`src/rtl/depl_pkg.sv`:
```
`default_nettype none

package depl_pkg;

   localparam int PIXEL_WIDTH  = 15;
   localparam int WEIGHT_WIDTH = 9;
   localparam int THRESH_WIDTH = 16;
   localparam int LIMIT_WIDTH  = 8;
   localparam int Q8_SHIFT     = 8;

   localparam int TDATA_WIDTH  = ((PIXEL_WIDTH + 7) / 8) * 8;
   localparam int CMP_WIDTH    = PIXEL_WIDTH + THRESH_WIDTH;
   localparam int DIFF_WIDTH   = PIXEL_WIDTH + 1;
   localparam int PROD_WIDTH   = DIFF_WIDTH + WEIGHT_WIDTH + 1;

   localparam logic [WEIGHT_WIDTH-1:0] Q8_ONE = WEIGHT_WIDTH'(256);

   localparam logic [WEIGHT_WIDTH-1:0] BLEND_WEIGHT_RESET = WEIGHT_WIDTH'(128);
   localparam logic [THRESH_WIDTH-1:0] EDGE_THRESHOLD_RESET = THRESH_WIDTH'(320);
   localparam logic [LIMIT_WIDTH-1:0]  HOLE_LIMIT_RESET = '0;

   localparam int CSR_ADDR_WIDTH = 4;
   localparam int CSR_DATA_WIDTH = 32;

   typedef enum logic [1:0] {
      REG_BLEND_WEIGHT   = 2'd0,
      REG_EDGE_THRESHOLD = 2'd1,
      REG_HOLE_LIMIT     = 2'd2
   } depl_reg_type;

   typedef struct packed {
      logic [WEIGHT_WIDTH-1:0] blend_weight;
      logic [THRESH_WIDTH-1:0] edge_threshold;
      logic [LIMIT_WIDTH-1:0]  hole_bridge_limit;
   } depl_cfg_type;

   typedef struct packed {
      logic                   line_start;
      logic [PIXEL_WIDTH-1:0] pixel;
   } depl_item_type;

endpackage

`default_nettype wire

```
`src/rtl/depl_csr.sv`:
```
`default_nettype none

module depl_csr
   import depl_pkg::*;
(
   input  wire logic                      clock,
   input  wire logic                      reset,
   input  wire logic                      csr_psel,
   input  wire logic                      csr_penable,
   input  wire logic                      csr_pwrite,
   input  wire logic [CSR_ADDR_WIDTH-1:0] csr_paddr,
   input  wire logic [CSR_DATA_WIDTH-1:0] csr_pwdata,
   output logic      [CSR_DATA_WIDTH-1:0] csr_prdata,
   output logic                           csr_pready,
   output depl_cfg_type                   cfg
);

   logic [WEIGHT_WIDTH-1:0] blend_weight_ff, blend_weight_in;
   logic [THRESH_WIDTH-1:0] edge_threshold_ff, edge_threshold_in;
   logic [LIMIT_WIDTH-1:0]  hole_limit_ff, hole_limit_in;
   logic                    write_en;
   depl_reg_type            reg_index;

   assign csr_pready = 1'b1;
   assign write_en   = csr_psel && csr_penable && csr_pwrite && csr_pready;
   assign reg_index  = depl_reg_type'(csr_paddr[CSR_ADDR_WIDTH-1:2]);

   always_comb begin
      blend_weight_in   = blend_weight_ff;
      edge_threshold_in = edge_threshold_ff;
      hole_limit_in     = hole_limit_ff;
      csr_prdata        = '0;
      unique case (reg_index)
         REG_BLEND_WEIGHT: begin
            csr_prdata = CSR_DATA_WIDTH'(blend_weight_ff);
            if (write_en) blend_weight_in = csr_pwdata[WEIGHT_WIDTH-1:0];
         end
         REG_EDGE_THRESHOLD: begin
            csr_prdata = CSR_DATA_WIDTH'(edge_threshold_ff);
            if (write_en) edge_threshold_in = csr_pwdata[THRESH_WIDTH-1:0];
         end
         REG_HOLE_LIMIT: begin
            csr_prdata = CSR_DATA_WIDTH'(hole_limit_ff);
            if (write_en) hole_limit_in = csr_pwdata[LIMIT_WIDTH-1:0];
         end
         default: begin
            csr_prdata = '0;
         end
      endcase
   end

   always_ff @(posedge clock) begin
      if (reset) begin
         blend_weight_ff   <= BLEND_WEIGHT_RESET;
         edge_threshold_ff <= EDGE_THRESHOLD_RESET;
         hole_limit_ff     <= HOLE_LIMIT_RESET;
      end else begin
         blend_weight_ff   <= blend_weight_in;
         edge_threshold_ff <= edge_threshold_in;
         hole_limit_ff     <= hole_limit_in;
      end
   end

   assign cfg.blend_weight      = blend_weight_ff;
   assign cfg.edge_threshold    = edge_threshold_ff;
   assign cfg.hole_bridge_limit = hole_limit_ff;

endmodule

`default_nettype wire

```
`src/rtl/depl_core.sv`:
```
`default_nettype none

module depl_core
   import depl_pkg::*;
(
   input  wire logic                   clock,
   input  wire logic                   reset,
   input  wire logic                   advance,
   input  wire depl_item_type          item,
   input  wire depl_cfg_type           cfg,
   output logic      [PIXEL_WIDTH-1:0] result
);

   logic [PIXEL_WIDTH-1:0] ref_value_ff, ref_value_in;
   logic [LIMIT_WIDTH-1:0] bridged_ff, bridged_in;
   logic                   ref_valid_ff, ref_valid_in;

   logic                          ref_valid_cur;
   logic [LIMIT_WIDTH-1:0]        bridged_cur;
   logic [PIXEL_WIDTH-1:0]        diff_mag;
   logic                          near;
   logic [WEIGHT_WIDTH-1:0]       weight_sat;
   logic signed [DIFF_WIDTH-1:0]  diff_signed;
   logic signed [WEIGHT_WIDTH:0]  weight_signed;
   logic signed [PROD_WIDTH-1:0]  product;
   logic signed [PROD_WIDTH-1:0]  blend_sum;
   logic [PIXEL_WIDTH-1:0]        blended;

   // A line start clears the line state before the item itself is looked at.
   assign ref_valid_cur = item.line_start ? 1'b0 : ref_valid_ff;
   assign bridged_cur   = item.line_start ? '0 : bridged_ff;

   assign diff_mag = (item.pixel > ref_value_ff) ? item.pixel - ref_value_ff
                                                 : ref_value_ff - item.pixel;
   assign near = CMP_WIDTH'(diff_mag) < CMP_WIDTH'(cfg.edge_threshold);

   // w*cur + (256-w)*ref equals 256*ref + w*(cur-ref), so the blend needs a
   // single signed multiply; the arithmetic shift keeps the floor rounding.
   assign weight_sat    = (cfg.blend_weight > Q8_ONE) ? Q8_ONE : cfg.blend_weight;
   assign weight_signed = signed'({1'b0, weight_sat});
   assign diff_signed   = signed'({1'b0, item.pixel}) - signed'({1'b0, ref_value_ff});
   assign product       = PROD_WIDTH'(weight_signed) * PROD_WIDTH'(diff_signed);
   assign blend_sum     = (product >>> Q8_SHIFT) + PROD_WIDTH'(signed'({1'b0, ref_value_ff}));
   assign blended       = blend_sum[PIXEL_WIDTH-1:0];

   always_comb begin
      result       = '0;
      ref_value_in = ref_value_ff;
      ref_valid_in = ref_valid_cur;
      bridged_in   = bridged_cur;
      if (item.pixel == '0) begin
         if (ref_valid_cur && (bridged_cur < cfg.hole_bridge_limit)) begin
            result     = ref_value_ff;
            bridged_in = bridged_cur + LIMIT_WIDTH'(1);
         end
      end else if (!ref_valid_cur) begin
         result       = item.pixel;
         ref_value_in = item.pixel;
         ref_valid_in = 1'b1;
         bridged_in   = '0;
      end else begin
         result       = near ? blended : item.pixel;
         ref_value_in = result;
         bridged_in   = '0;
      end
   end

   always_ff @(posedge clock) begin
      if (reset) begin
         ref_value_ff <= '0;
         bridged_ff   <= '0;
         ref_valid_ff <= 1'b0;
      end else if (advance) begin
         ref_value_ff <= ref_value_in;
         bridged_ff   <= bridged_in;
         ref_valid_ff <= ref_valid_in;
      end
   end

endmodule

`default_nettype wire

```
`src/rtl/disparity_edge_preserving_line_pass_unit.sv`:
```
// Left-to-right edge-preserving filter for Q4 disparity scan lines.
// Pixels enter on the req_ stream in scan order, one item per pixel, with
// req_tuser high on the first pixel of each line. Zero is a hole. Each
// accepted item yields exactly one filtered pixel on the rsp_ stream, in order.
// The input register feeds the filter update and blend, which load the
// result register that drives rsp_tvalid. Throughput is one item per cycle
// while the receiver does not stall; the reference-value update is
// combinational, so consecutive pixels of a line follow with no gap.
// When the receiver stalls, the result register holds its item and the input
// register takes one more; req_tready drops only when both are full.
// Reset empties both registers, clears the line state, and returns blend
// weight to 128, edge threshold to 320 and hole bridge limit to 0.
// The csr_ port holds those three registers at byte addresses 0, 4 and 8;
// write them only while no item is in flight.
`default_nettype none

module disparity_edge_preserving_line_pass_unit
   import depl_pkg::*;
(
   input  wire logic                      clock,
   input  wire logic                      reset,
   input  wire logic                      req_tvalid,
   output logic                           req_tready,
   input  wire logic [TDATA_WIDTH-1:0]    req_tdata,   // [14:0] pixel_in, rest zero
   input  wire logic                      req_tuser,   // [0] line_start
   output logic                           rsp_tvalid,
   input  wire logic                      rsp_tready,
   output logic      [TDATA_WIDTH-1:0]    rsp_tdata,   // [14:0] pixel_out, rest zero
   input  wire logic                      csr_psel,
   input  wire logic                      csr_penable,
   input  wire logic                      csr_pwrite,
   input  wire logic [CSR_ADDR_WIDTH-1:0] csr_paddr,
   input  wire logic [CSR_DATA_WIDTH-1:0] csr_pwdata,
   output logic      [CSR_DATA_WIDTH-1:0] csr_prdata,
   output logic                           csr_pready
);

   depl_cfg_type           cfg;
   depl_item_type          in_item_ff, in_item_in;
   logic                   in_valid_ff, in_valid_in;
   logic                   out_valid_ff, out_valid_in;
   logic [PIXEL_WIDTH-1:0] out_pixel_ff, out_pixel_in;
   logic [PIXEL_WIDTH-1:0] result;
   logic                   req_accept;
   logic                   advance;

   depl_csr u_csr (
      .clock       (clock),
      .reset       (reset),
      .csr_psel    (csr_psel),
      .csr_penable (csr_penable),
      .csr_pwrite  (csr_pwrite),
      .csr_paddr   (csr_paddr),
      .csr_pwdata  (csr_pwdata),
      .csr_prdata  (csr_prdata),
      .csr_pready  (csr_pready),
      .cfg         (cfg)
   );

   depl_core u_core (
      .clock   (clock),
      .reset   (reset),
      .advance (advance),
      .item    (in_item_ff),
      .cfg     (cfg),
      .result  (result)
   );

   assign advance    = in_valid_ff && (!out_valid_ff || rsp_tready);
   assign req_tready = !in_valid_ff || advance;
   assign req_accept = req_tvalid && req_tready;

   always_comb begin
      in_valid_in  = in_valid_ff;
      in_item_in   = in_item_ff;
      out_valid_in = out_valid_ff;
      out_pixel_in = out_pixel_ff;
      if (rsp_tready) out_valid_in = 1'b0;
      if (advance) begin
         in_valid_in  = 1'b0;
         out_valid_in = 1'b1;
         out_pixel_in = result;
      end
      if (req_accept) begin
         in_valid_in           = 1'b1;
         in_item_in.pixel      = req_tdata[PIXEL_WIDTH-1:0];
         in_item_in.line_start = req_tuser;
      end
   end

   always_ff @(posedge clock) begin
      if (reset) begin
         in_valid_ff  <= 1'b0;
         out_valid_ff <= 1'b0;
      end else begin
         in_valid_ff  <= in_valid_in;
         out_valid_ff <= out_valid_in;
      end
      in_item_ff   <= in_item_in;
      out_pixel_ff <= out_pixel_in;
   end

   assign rsp_tvalid = out_valid_ff;
   assign rsp_tdata  = TDATA_WIDTH'(out_pixel_ff);

endmodule

`default_nettype wire

```
`config.mk`:
```
export PLATFORM = sky130hd
export DESIGN_NAME = disparity_edge_preserving_line_pass_unit
export DESIGN_NICKNAME = d
export VERILOG_FILES = /design/src/rtl/depl_pkg.sv /design/src/rtl/depl_csr.sv /design/src/rtl/depl_core.sv /design/src/rtl/disparity_edge_preserving_line_pass_unit.sv
export SDC_FILE = /design/constraint.sdc
export NUM_CORES = 1
export LEC_CHECK = 0
export BUFFER_PORTS_ARGS = -buffer_cell sky130_fd_sc_hd__buf_2
export CAP_MARGIN = 5
export CORE_ASPECT_RATIO = 0.9
export CORE_MARGIN = 2
export CORE_UTILIZATION = 35
export CTS_CLUSTER_SIZE = 40
export DETAILED_ROUTE_END_ITERATION = 10
export GPL_TIMING_DRIVEN = 1
export HOLD_SLACK_MARGIN = 0.1
export PLACE_DENSITY_LB_ADDON = 0.2
export SYNTH_ARGS = -nofsm -noshare
export SYNTH_HDL_FRONTEND = slang
export SYNTH_SLANG_ARGS = --single-unit
```
`constraint.sdc`:
```
create_clock -name clock -period 25.5 [get_ports clock]
set_clock_uncertainty 0.1 [all_clocks]
set_input_delay 5.1 -clock clock [delete_from_list [all_inputs] [get_ports clock]]
set_output_delay 5.1 -clock clock [all_outputs]
set_load 0.01 [all_outputs]
```
==> Word-level counts from Yosys, hierarchy flattened <==
Cells that the tools add are included.
{ "word_totals": {"ff_bits": 90, "in_bits": 60, "out_inout_bits": 51, "elab_cells": 57} }
{ "classes": {"n_addsub": 5, "mul": 1, "n_lt_le_gt_ge": 4, "eq_ne": 2, "mux": 16, "bitwise_logic": 1, "reduce_logical": 17} }
{ "op_table": {"columns": ["op", "count"], "rows": [
  ["$mux 15", 5],
  ["$pmux 16 s3", 1],
  ["$sub 15x15->15", 2],
  ["$mux 8", 3],
  ["$mul 10x16->23", 1],
  ["$lt 15x16->1", 1],
  ["$sub 15x15->16", 1],
  ["$add 15x15->15", 1],
  ["$gt 15x15->1", 1],
  ["$logic_not 15->1", 1],
  ["$gt 9x9->1 const B", 1],
  ["$mux 9", 1],
  ["$add 8x1->8 const B", 1],
  ["$lt 8x8->1", 1],
  ["$reduce_and 2->1", 4],
  ["$mux 1", 6],
  ["$logic_and 1x1->1", 5],
  ["$reduce_bool 2->1", 2],
  ["$eq 2x1->1 const B", 1],
  ["$eq 2x2->1 const B", 1],
  ["$logic_not 1->1", 2],
  ["$logic_not 2->1", 1],
  ["$logic_or 1x1->1", 2],
  ["$not 1->1", 1]
]} }

==> Longest topological paths before layout <==
Gate-level depths: netlist (run 1).
{ "depth": {"ltp_word": 7, "depth_mapped": 40, "ltp_nobuf": 39} }

==> Hierarchy <==
Synthesis (run 1) repeated with hierarchy kept, for this count alone.
{ "unflattened": {"hier_cells": 1348, "hier_area_um2": 11695.0} }
{ "by_module_without_submodules": {"columns": ["module", "n_inst", "cells_each", "area_per_inst_um2", "seq_area_each_um2"], "rows": [
  ["depl_core", 1, 1117, 8839.7, 480.5],
  ["depl_csr", 1, 188, 1809.2, 660.6],
  ["disparity_edge_preserving_line_pass_unit", 1, 43, 1046.0, 970.9]
]} }

==> Worst setup path before layout (run 1) <==
No wires, ideal clock.
{ "synth_path": {"kind": "in2out", "from": "in csr_paddr[2]", "to": "out csr_prdata[0]", "t_arrival_ns": 5.938, "required_ns": 20.300, "setup_slack_ns": 14.362, "stages": 3, "path_buffers": 1, "path_cell_list": "buf_1 > mux2i_1 > o21ai_0"} }
{ "synth_via": {"elab_chain_len": 2, "elab_cells_between_ends": 4, "cone_classes": "eq/ne (2); mux (1); reduce/logical (1)"} }
{ "synth_lines": {"columns": ["item", "line", "text"], "rows": [
  ["from (decl)", "disparity_edge_preserving_line_pass_unit.sv:32", "input wire logic [CSR_ADDR_WIDTH-1:0] csr_paddr,"],
  ["$eq 2x2->1 (tied with other cells)", "depl_csr.sv:33", "unique case (reg_index)"],
  ["$pmux 16 s3 (*)", "depl_csr.sv:33", null],
  ["to (decl)", "disparity_edge_preserving_line_pass_unit.sv:34", "output logic [CSR_DATA_WIDTH-1:0] csr_prdata,"]
]} }
Every way passes the cells marked *; elsewhere a longest branch is shown, timed or not.

==> Worst setup path after layout (run 1) <==
{ "layout_path": {"from": "in csr_paddr[2]", "to": "out csr_prdata[2]"} }
The elaborated chain is that of the path after synthesis.

==> reports/qor.yml, run 1 <==
finalCoreUtilization: 0.387
grt_setup_unrepaired: "false"
port-buffer-count: 73
fin_crit_sh: 0.448
cts.hold.buffers_added: 0
design.core.area_um2: 31700
largest_net_degree_at_the_start_of_global_routing: 57
leakagePower_nw: 5.82
postSynth.topFlopCell: "sky130_fd_sc_hd__dfxtp_1"
power_density_of_the_placed_cells_nw_per_um2: 46.8
setup.worst_path.end_class: "primary output"
cts_repair_resize_count: 0
yosys.cell_types.count: 64
area_of_the_multi_input_gates_um2: 8060
crit_type: "input pin to primary output"
comb_power_share: 0.455
status: "finished, final reports clean"
power_switching_w: 0.000229
slew-limit-headroom: 0.172
netSwitchingFraction: 0.399
ir_worst_vdd_mv: 0.0392
synthesis.instances: 1334
final-hold-violation-count: 0
synth_seq_cells: 90
post_route_cells_drive_above_1_share: 0.0844
commonest_non_fill_non_tap_cells_in_the_layout: "207 x sky130_fd_sc_hd__inv_1, 160 x sky130_fd_sc_hd__nand2_1, 114 x sky130_fd_sc_hd__ha_1"
cts-buffers-inserted: 9
synthArstFlopShare: 0
p_clk_frac: 0.265
top_level_ports: 111
post-dp-hpwl_um: 23800
number_of_placement_rows: 62
grt-ovfl-total: 0
critPathRequiredTime_ps: 20300
post-place-cells: 1786
report.final.slew_viol_count: 0
final_area_um2: 12300
grt_antenna_before_repair: 0
via_count_of_the_first_global_routing_pass: 8883
timing.max_cap.violations: 0
cts-root-buf: "sky130_fd_sc_hd__clkbuf_16"
synth.yosys.seq_area_share: 0.188
die_area_um2: 33500
synth.yosys.warnings: 0
final_common_cell: "sky130_fd_sc_hd__inv_1"
timing.setup.tns_ps: 0
synth.largest_area_cell: "sky130_fd_sc_hd__fa_1"
route.vias.total: 8826
die_w_um: 193
syn_avg_cell_area_um2: 8.42
fp.dieH_um: 174
h_tree_levels: 3
crit_path_start_kind: "input pin"
final-seq-area_um2: 2110
drc: 0
cp.arrival_ps: 6220
antenna-diode-count: 0
cts_tree: "built"
p_int_w: 0.000346
fin_crit_ps: 11420
routed_wirelength_um: 29200
power.sequential.fraction: 0.280
ys_top_cells_by_area: "sky130_fd_sc_hd__fa_1 20%, sky130_fd_sc_hd__ha_1 13%, sky130_fd_sc_hd__dfxtp_1 11%"
route.antenna.remaining_nets: 0
worst_slew_pin_slew_ps: 1240
cts.reportedPaths.clkPinSlew_ps: 60
layoutNonFillerInstCount: 1802
routabilityCongestion: 0.865
maxClockFrequency_mhz: 87.6
clock_insertion_delay_worst_skew_ps: 350
first_pass_grt_wire_length_um: 48100
post-synth-top-area-fraction: 0.200
drt-wirelength-per-cell_um: 16.2
path_max_fanout: 15
dr.pass1.iters: 5
initial_core_util: 0.354
setup-violations-final: 0
holdCritPathClass: "register to register"
dpl-instance-area_um2: 11900
flow.area_growth_from_synthesis_pct: 9.33
grt.total_usage: 0.183
vias_per_cell: 4.90
clk_path_buf_depth: 2
fin_nets: 1667
fillers: 3305
clock-sinks: 90
dp_slack_ps: 14070
netlist_area_pre_place_um2: 11200
drt_iter0_markers: 481
finalWorstSetupSlack_ps: 14080
synth-edff-count: 31
post-cts-setup-buffers: 0
==> path summary, 6_finish.rpt <==
check	cells past startpoint	to	start	slack, ps
hold reg to reg	2	u_core.bridged_ff[1]	u_core.bridged_ff[1]	360
hold / removal	2	u_core.bridged_ff[1]	u_core.bridged_ff[1]	360
setup reg to reg	33	out_pixel_ff[14]	in_item_ff[0]	15110
setup / recovery	5	csr_prdata[2]	csr_paddr[2]	14080
==> registers in the layout, summed over array words and instances, names as in the netlist <==
register and cells:
out_pixel_ff 15, u_core.ref_valid_ff 1, u_csr.edge_threshold_ff 16, in_valid_ff 1
in_item_ff 16, rsp_tvalid 1, u_core.bridged_ff 8, u_core.ref_value_ff 15
u_csr.hole_limit_ff 8, u_csr.blend_weight_ff 9
==> critical path: stages <==
cell	delay (ps)
sky130_fd_sc_hd__buf_2	230
sky130_fd_sc_hd__nor2b_1	530
sky130_fd_sc_hd__nand2_1	90
sky130_fd_sc_hd__o21ai_0	100
sky130_fd_sc_hd__buf_2	160
==> cell usage after synthesis, types with 5 or more instances <==
cell type	count
sky130_fd_sc_hd__a211oi_1	14
sky130_fd_sc_hd__a21boi_0	5
sky130_fd_sc_hd__a21o_1	27
sky130_fd_sc_hd__a21oi_1	78
sky130_fd_sc_hd__a31oi_1	5
sky130_fd_sc_hd__and2_1	29
sky130_fd_sc_hd__and3_1	5
sky130_fd_sc_hd__buf_4	21
sky130_fd_sc_hd__clkbuf_1	37
sky130_fd_sc_hd__dfxtp_1	59
sky130_fd_sc_hd__edfxtp_1	31
sky130_fd_sc_hd__fa_1	112
sky130_fd_sc_hd__ha_1	114
sky130_fd_sc_hd__inv_1	207
sky130_fd_sc_hd__mux2i_1	30
sky130_fd_sc_hd__nand2_1	160
sky130_fd_sc_hd__nand2b_1	17
sky130_fd_sc_hd__nand3_1	17
sky130_fd_sc_hd__nand3b_1	5
sky130_fd_sc_hd__nor2_1	108
sky130_fd_sc_hd__nor2b_1	35
sky130_fd_sc_hd__nor3_1	11
sky130_fd_sc_hd__nor4_1	9
sky130_fd_sc_hd__o211ai_1	6
sky130_fd_sc_hd__o21a_1	9
sky130_fd_sc_hd__o21ai_0	40
sky130_fd_sc_hd__o21bai_1	6
sky130_fd_sc_hd__o2bb2ai_1	5
sky130_fd_sc_hd__or3_1	7
sky130_fd_sc_hd__xnor2_1	47
sky130_fd_sc_hd__xor2_1	18
==> kinds of logic after synthesis <==
group | synth area share
compound gates | 0.131
simple gates | 0.174
xor+xnor | 0.0507
buf+inv | 0.100
flops | 0.188
fa+ha+maj | 0.327
other cells | 0.000669
mux | 0.0291
==> power groups by stage <==
stage | registers [W] | clock network, W | logic, W
after floorplan | 0.000162 | 0 | 0.000192
after global placement | 0.000164 | 0 | 0.000257
after detailed placement | 0.000164 | 0 | 0.000260
after CTS | 0.000161 | 0.000156 | 0.000263
after global routing | 0.000162 | 0.000161 | 0.000297
final | 0.000161 | 0.000152 | 0.000262
==> through the flow <==
stage	hold slack (ps)	power [W]
6_report	362	0.000575
5_1_grt	401	0.000620
4_1_cts	366	0.000579
3_5_place_dp	349	0.000424
3_3_place_gp	342	0.000421
2_1_floorplan	317	0.000354
==> layout make-up <==
cell class	count	share of cell area
clock buffers	10	0.0195
inverters	207	0.0633
repair buffers	87	0.0383
clock inverters	6	0.00795
well taps	416	0.0424
multi-input cells	986	0.656
flip-flops and latches	90	0.172
==> per-layer routing <==
layer	GRT usage	vias to the layer above	wire, um
li1	-	4403	-
met1	0.278	4248	15000
met2	0.278	152	12800
met3	0.0212	23	956
met4	0.0382	0	423
met5	0	-	0
(Power assumes the default switching activity.)
==> inputs of run 2 (changes only) <==
- clock period: 25.5 -> 10.7 ns (I/O delays scaled with it)
==> run 2 against run 1 <==
Hold slack gained 4.2 ps. Largest power group unchanged. Sequential power rose by 140%. Global-route usage rose by 0.076 points. Design area is 0.18% higher. Sequential share of layout area is essentially flat. Core utilization rose by 0.071 points. Worst setup slack got worse by 13000 ps. Combinational power grew 140%. Via count grew 0.74%. Die area did not move. Critical path depth grew 30. Clock power grew 120%.
==> reports/qor.yml, run 2 (synthesis gave the netlist of run 1 again) <==
drt-wirelength-per-cell_um: 16.2  # -0.11%
clock-sinks: 90  # unchanged
first_pass_grt_wire_length_um: 48500  # +0.85%
crit_type: "register to register"
cts.hold.buffers_added: 0  # unchanged
maxClockFrequency_mhz: 103
design.core.area_um2: 31700  # unchanged
post-place-cells: 1792  # +0.34%
fillers: 3286  # -0.57%
slew-limit-headroom: 0.209  # +0.0367
antenna-diode-count: 0  # unchanged
grt_antenna_before_repair: 0  # unchanged
flow.area_growth_from_synthesis_pct: 9.53
final_common_cell: "sky130_fd_sc_hd__inv_1"
dr.pass1.iters: 4  # -1
post-dp-hpwl_um: 24000  # +0.72%
fin_crit_sh: 0.907
power_density_of_the_placed_cells_nw_per_um2: 110  # +130%
cts_tree: "built"
crit_path_start_kind: "register"
critPathRequiredTime_ps: 10680  # -9620 ps
drt_iter0_markers: 351  # -27%
die_w_um: 193  # unchanged
port-buffer-count: 73  # unchanged
fin_nets: 1673  # +0.36%
slowest_delay_ps: 590  # +60 ps
leakagePower_nw: 5.84  # +0.31%
worst_path_most_repeated_cell: "sky130_fd_sc_hd__fa_1"
timing.max_cap.violations: 0  # unchanged
fp.dieH_um: 174  # unchanged
route.vias.total: 8891  # +0.74%
clk_path_buf_depth: 2  # unchanged
report.final.slew_viol_count: 0  # unchanged
initial_core_util: 0.354  # unchanged
routabilityCongestion: 0.872  # +0.76%
grt-ovfl-total: 0  # unchanged
worst_slew_pin_slew_ps: 1180  # -58.7 ps
number_of_placement_rows: 62  # unchanged
die_area_um2: 33500  # unchanged
commonest_non_fill_non_tap_cells_in_the_layout: "207 x sky130_fd_sc_hd__inv_1, 160 x sky130_fd_sc_hd__nand2_1, 114 x sky130_fd_sc_hd__ha_1"
clock_insertion_delay_worst_skew_ps: 350  # about the same
status: "finished, final reports clean"
cts.reportedPaths.clkPinSlew_ps: 70  # about the same
vias_per_cell: 4.92  # +0.40%
via_count_of_the_first_global_routing_pass: 8993  # +1.2%
grt.total_usage: 0.184  # +0.000761
post_route_cells_drive_above_1_share: 0.0898  # +0.00538
drc: 0  # unchanged
routed_wirelength_um: 29300  # +0.22%
layoutNonFillerInstCount: 1808  # +0.33%
critical-path-slowest-cell: "sky130_fd_sc_hd__fa_1"
route.antenna.remaining_nets: 0  # unchanged
cts-root-buf: "sky130_fd_sc_hd__clkbuf_16"
path_max_fanout: 6  # -9
layout_top_registers: "in_item_ff x16, u_csr.edge_threshold_ff x16"
h_tree_levels: 3  # unchanged
cp.arrival_ps: 9690  # +3470 ps
ir_worst_vdd_mv: 0.0788  # +100%
holdCritPathClass: "register to register"
timing.setup.tns_ps: 0  # unchanged
report.power.total_w: 0.00135  # +130%
top_level_ports: 111  # unchanged
fin_crit_ps: 9710
setup.worst_path.end_class: "register"
grt_setup_unrepaired: "false"
final-hold-violation-count: 0  # unchanged
setup-violations-final: 0  # unchanged
largest_net_degree_at_the_start_of_global_routing: 57  # unchanged
cts-buffers-inserted: 9  # unchanged
fin_worst_hold_slack_ps: 367  # +4.18 ps
[run 2: cell types whose count changed in the layout (fill, tap and decap cells not counted), sizes merged]
| cell | previous run | this run |
|---|---|---|
| clkinvlp | 0 | 1 |
| buf | 87 | 93 |
| clkinv | 2 | 1 |
| bufinv | 2 | 1 |
| clkbuf | 10 | 9 |
| inv | 209 | 211 |
[run 2: layer usage]
metal,up-vias,share of wire,global-route usage
met5,-,0,0
met4,0,0.011,0.0324
met3,15,0.030,0.0228
met2,147,0.45,0.285
met1,4325,0.51,0.276
li1,4404,-,-
[run 2: critical path, delay by kind of cell (launching register included)]
family	cells	cell delay, ps
adders and majority gates	9	3940
AOI/OAI and AO/OA	13	3170
xor gates and xnor gates	5	1040
buffers and inverters	7	670
DFF	1	450
and+or+nand+nor	1	70
[run 2: worst paths after layout]
check | startpoint | to | slack [ps] | cells past startpoint
min reg2reg | u_core.bridged_ff[1] | u_core.bridged_ff[1] | 370 | 2
max reg2reg | in_item_ff[0] | out_pixel_ff[14] | 990 | 35
min | u_core.bridged_ff[1] | u_core.bridged_ff[1] | 370 | 2
max | in_item_ff[0] | out_pixel_ff[14] | 990 | 35
[run 2: timing repair]
| item | in CTS | in global routing |
|---|---|---|
| resized for setup | 0 | 2 |
| endpoints found under the setup margin | 0 | 2 |
| setup buffers | 0 | 0 |
| hold endpoints to repair | 0 | 0 |
[run 2: final cells by class]
type                            instances  area (um2)  share of cell area
Multi-Input combinational cell        986        8070               0.656
Sequential cell                        90        2110               0.172
Clock buffer                            9         225              0.0183
Clock inverter                          7        75.1             0.00611
Tap cell                              416         520              0.0423
Inverter                              207         777              0.0632
Timing Repair Buffer                   93         515              0.0419
[run 2: report_power, final]
group | total [W] | internal [W] | switching (W)
Sequential | 0.000383 | 0.000369 | 0.0000146
Combinational | 0.000632 | 0.000247 | 0.000385
Clock | 0.000332 | 0.000184 | 0.000149
[run 2: metrics by stage]
| step | worst slack, ps | cell area [um2] | util |
|---|---|---|---|
| 2_1_floorplan | 1910 | 11300 | - |
| 6_report | 991 | 12300 | 0.388 |
| 3_3_place_gp | 704 | 12000 | 0.378 |
| 5_1_grt | 185 | 12300 | 0.388 |
| 3_5_place_dp | 678 | 12000 | 0.378 |
| 4_1_cts | 620 | 12300 | 0.387 |
==> inputs of run 3 (changes only) <==
- SYNTH_HIERARCHICAL: unset -> 1
==> run 3 against run 2 <==
Routed wire length increased by 2.6%. Core utilization shrank 0.33 points. Final cell count rose by 0.83%. Design area grew 3.0%. Global-route usage decreased by 0.41 points. Non-clock buffer count shrank 2. Die area up 4.1%. Hold slack improved by 14 ps. Sequential share of layout area down 0.49 points. Combinational power increased by 4.7%. Synthesized cell count grew 1.0%. Critical endpoint unchanged. Largest power group unchanged. Highest routed layer unchanged.
==> reports/qor.yml, run 3 <==
layout_top_registers: "in_item_ff x16, u_csr/edge_threshold_ff x16"
die_w_um: 197  # +2.0%
timing.setup.tns_ps: 0  # unchanged
synthArstFlopShare: 0  # unchanged
routabilityCongestion: 0.929  # +6.5%
fp.dieH_um: 177  # +2.0%
grt-ovfl-total: 0  # unchanged
synth.cells.most_frequent: "207 x sky130_fd_sc_hd__inv_1, 122 x sky130_fd_sc_hd__nand2_1, 114 x sky130_fd_sc_hd__ha_1"
vias_per_cell: 4.94  # +0.49%
ir_worst_vdd_mv: 0.121  # +54%
netlist_area_pre_place_um2: 11700  # +4.2%
clk_path_buf_depth: 2  # unchanged
post-place-cells: 1807  # +0.84%
cts-buffers-inserted: 9  # unchanged
slew-limit-headroom: 0.293  # +0.0841
cts_repair_resize_count: 0  # unchanged
drt_iter0_markers: 470  # +34%
number_of_placement_rows: 63  # +1.6%
drt-wirelength-per-cell_um: 16.5  # +1.8%
critPathRequiredTime_ps: 10680  # about the same
initial_core_util: 0.355  # +0.00109
final_common_cell: "sky130_fd_sc_hd__inv_1"
dr.pass1.iters: 5  # +1
h_tree_levels: 3  # unchanged
antenna-diode-count: 0  # unchanged
reg2reg_depth: 39  # +11%
grt_antenna_before_repair: 0  # unchanged
commonest_non_fill_non_tap_cells_in_the_layout: "207 x sky130_fd_sc_hd__inv_1, 122 x sky130_fd_sc_hd__nand2_1, 114 x sky130_fd_sc_hd__ha_1"
fillers: 3401  # +3.5%
timing.max_cap.violations: 0  # unchanged
yosysMostFrequentCell: "sky130_fd_sc_hd__inv_1"
final_area_um2: 12700  # +3.0%
final-hold-violation-count: 0  # unchanged
clock_insertion_delay_worst_skew_ps: 360  # about the same
power_density_of_the_placed_cells_nw_per_um2: 110  # +0.62%
path_max_fanout: 9  # +3
post-cts-setup-buffers: 0  # unchanged
grt.total_usage: 0.180  # -0.00408
postSynth.topFlopCell: "sky130_fd_sc_hd__dfxtp_1"
report.final.slew_viol_count: 0  # unchanged
post-synth-top-area-fraction: 0.192  # -0.00799
r2r_slack_ps: 720  # -270 ps
routed_wirelength_um: 30100  # +2.6%
ys_top_cells_by_area: "sky130_fd_sc_hd__fa_1 19%, sky130_fd_sc_hd__ha_1 12%, sky130_fd_sc_hd__dfxtp_1 10%"
comb_power_share: 0.474  # +0.005
leakagePower_nw: 6.08  # +4.0%
cts.reportedPaths.clkPinSlew_ps: 70  # about the same
cts.hold.buffers_added: 0  # unchanged
synth.yosys.warnings: 6  # +6
route.antenna.remaining_nets: 0  # unchanged
netSwitchingFraction: 0.405  # -0.00138
via_count_of_the_first_global_routing_pass: 9149  # +1.7%
holdPathStages: 2  # unchanged
setup-violations-final: 0  # unchanged
crit_path_start_kind: "register"
p_int_w: 0.000830  # +3.8%
flow.area_growth_from_synthesis_pct: 8.26
p_clk_frac: 0.251  # +0.004
worst_slew_pin_slew_ps: 1050  # -125 ps
status: "finished, final reports clean"
yosys.cell_types.count: 80  # +25%
power_switching_w: 0.000566  # +3.2%
power.sequential.fraction: 0.275  # -0.009
cp.arrival_ps: 9970  # +280 ps
clock-sinks: 90  # unchanged
route.vias.total: 9009  # +1.3%
synth.largest_area_cell: "sky130_fd_sc_hd__fa_1"
cts-root-buf: "sky130_fd_sc_hd__clkbuf_16"
fin_crit_ps: 9980  # +275 ps
top_level_ports: 111  # unchanged
drc: 0  # unchanged
holdCritPathClass: "register to register"
die_area_um2: 34900  # +4.1%
fin_crit_sh: 0.933  # +0.0257
setup.worst_path.end_class: "register"
slowest_delay_ps: 560  # -30 ps
maxClockFrequency_mhz: 100  # -2.8%
first_pass_grt_wire_length_um: 49300  # +1.7%
synth_seq_cells: 90  # unchanged
grt_setup_unrepaired: "false"
critical-path-slowest-cell: "sky130_fd_sc_hd__fa_1"
post-dp-hpwl_um: 24300  # +1.3%
design.core.area_um2: 32900  # +3.8%
fin_nets: 1682  # +0.54%
largest_net_degree_at_the_start_of_global_routing: 74  # +30%
synth-edff-count: 31  # unchanged
cts_tree: "built"
fin_worst_hold_slack_ps: 380  # +13.9 ps
layoutNonFillerInstCount: 1823  # +0.83%
synth.yosys.seq_area_share: 0.181  # -0.00753
post_route_cells_drive_above_1_share: 0.109  # +0.0194
port-buffer-count: 73  # unchanged
crit_type: "register to register"
synthesis.instances: 1348  # +1.0%
dpl-instance-area_um2: 12300  # +3.0%
syn_avg_cell_area_um2: 8.68  # +3.1%
[run 3: cell families (layout without fill, tap and decap cells)]
family	after synthesis	in the layout	share of synthesized area
simple gates	414	414	0.180
xor+xnor	67	67	0.0508
compound gates	221	221	0.126
mux	49	49	0.0425
fa+ha+maj	226	226	0.314
other cells	3	18	0.000963
buf+inv	278	316	0.105
flops	90	90	0.181
[run 3: critical path, delay by kind of cell, from the launching register on]
family | cells | cell delay [ps]
simple gates | 8 | 1490
flops | 1 | 470
fa+ha+maj | 8 | 3480
xor+xnor | 5 | 990
buf+inv | 5 | 540
compound gates | 13 | 2620
[run 3: power groups by stage]
stage | combinational (W) | sequential (W) | clock (W)
4_1_cts | 0.000664 | 0.000384 | 0.000360
3_3_place_gp | 0.000655 | 0.000391 | 0
5_1_grt | 0.000749 | 0.000386 | 0.000374
3_5_place_dp | 0.000656 | 0.000391 | 0
6_report | 0.000662 | 0.000383 | 0.000351
2_1_floorplan | 0.000494 | 0.000387 | 0
[run 3: worst paths after layout]
check,start,end
max,in_item_ff[1],out_pixel_ff[14]
min,u_core/bridged_ff[6],u_core/bridged_ff[6]
max reg2reg,in_item_ff[1],out_pixel_ff[14]
min reg2reg,u_core/bridged_ff[6],u_core/bridged_ff[6]
[run 3: layout make-up]
type                       instances  area, um2  area share
multi-input combinational        995       8420       0.665
sequential                        90       2110       0.167
inverter                         209        785      0.0620
tap                              422        528      0.0417
timing repair buffer              91        500      0.0395
clock buffer                      10        250      0.0198
clock inverter                     6       67.6     0.00534
[run 3: metal layers]
metal,global-route usage,wire [um],up-vias
li1,-,-,4440
met1,0.265,15300,4394
met2,0.291,13500,158
met3,0.0165,951,17
met4,0.0294,286,0
met5,0,0,-
[run 3: stage by stage]
step | util | power [W] | worst slack [ps]
after CTS | 0.384 | 0.00141 | 728
final | 0.384 | 0.00140 | 716
after global placement | 0.375 | 0.00105 | 771
after floorplan | - | 0.000881 | 1770
after detailed placement | 0.375 | 0.00105 | 809
after global routing | 0.384 | 0.00151 | 117
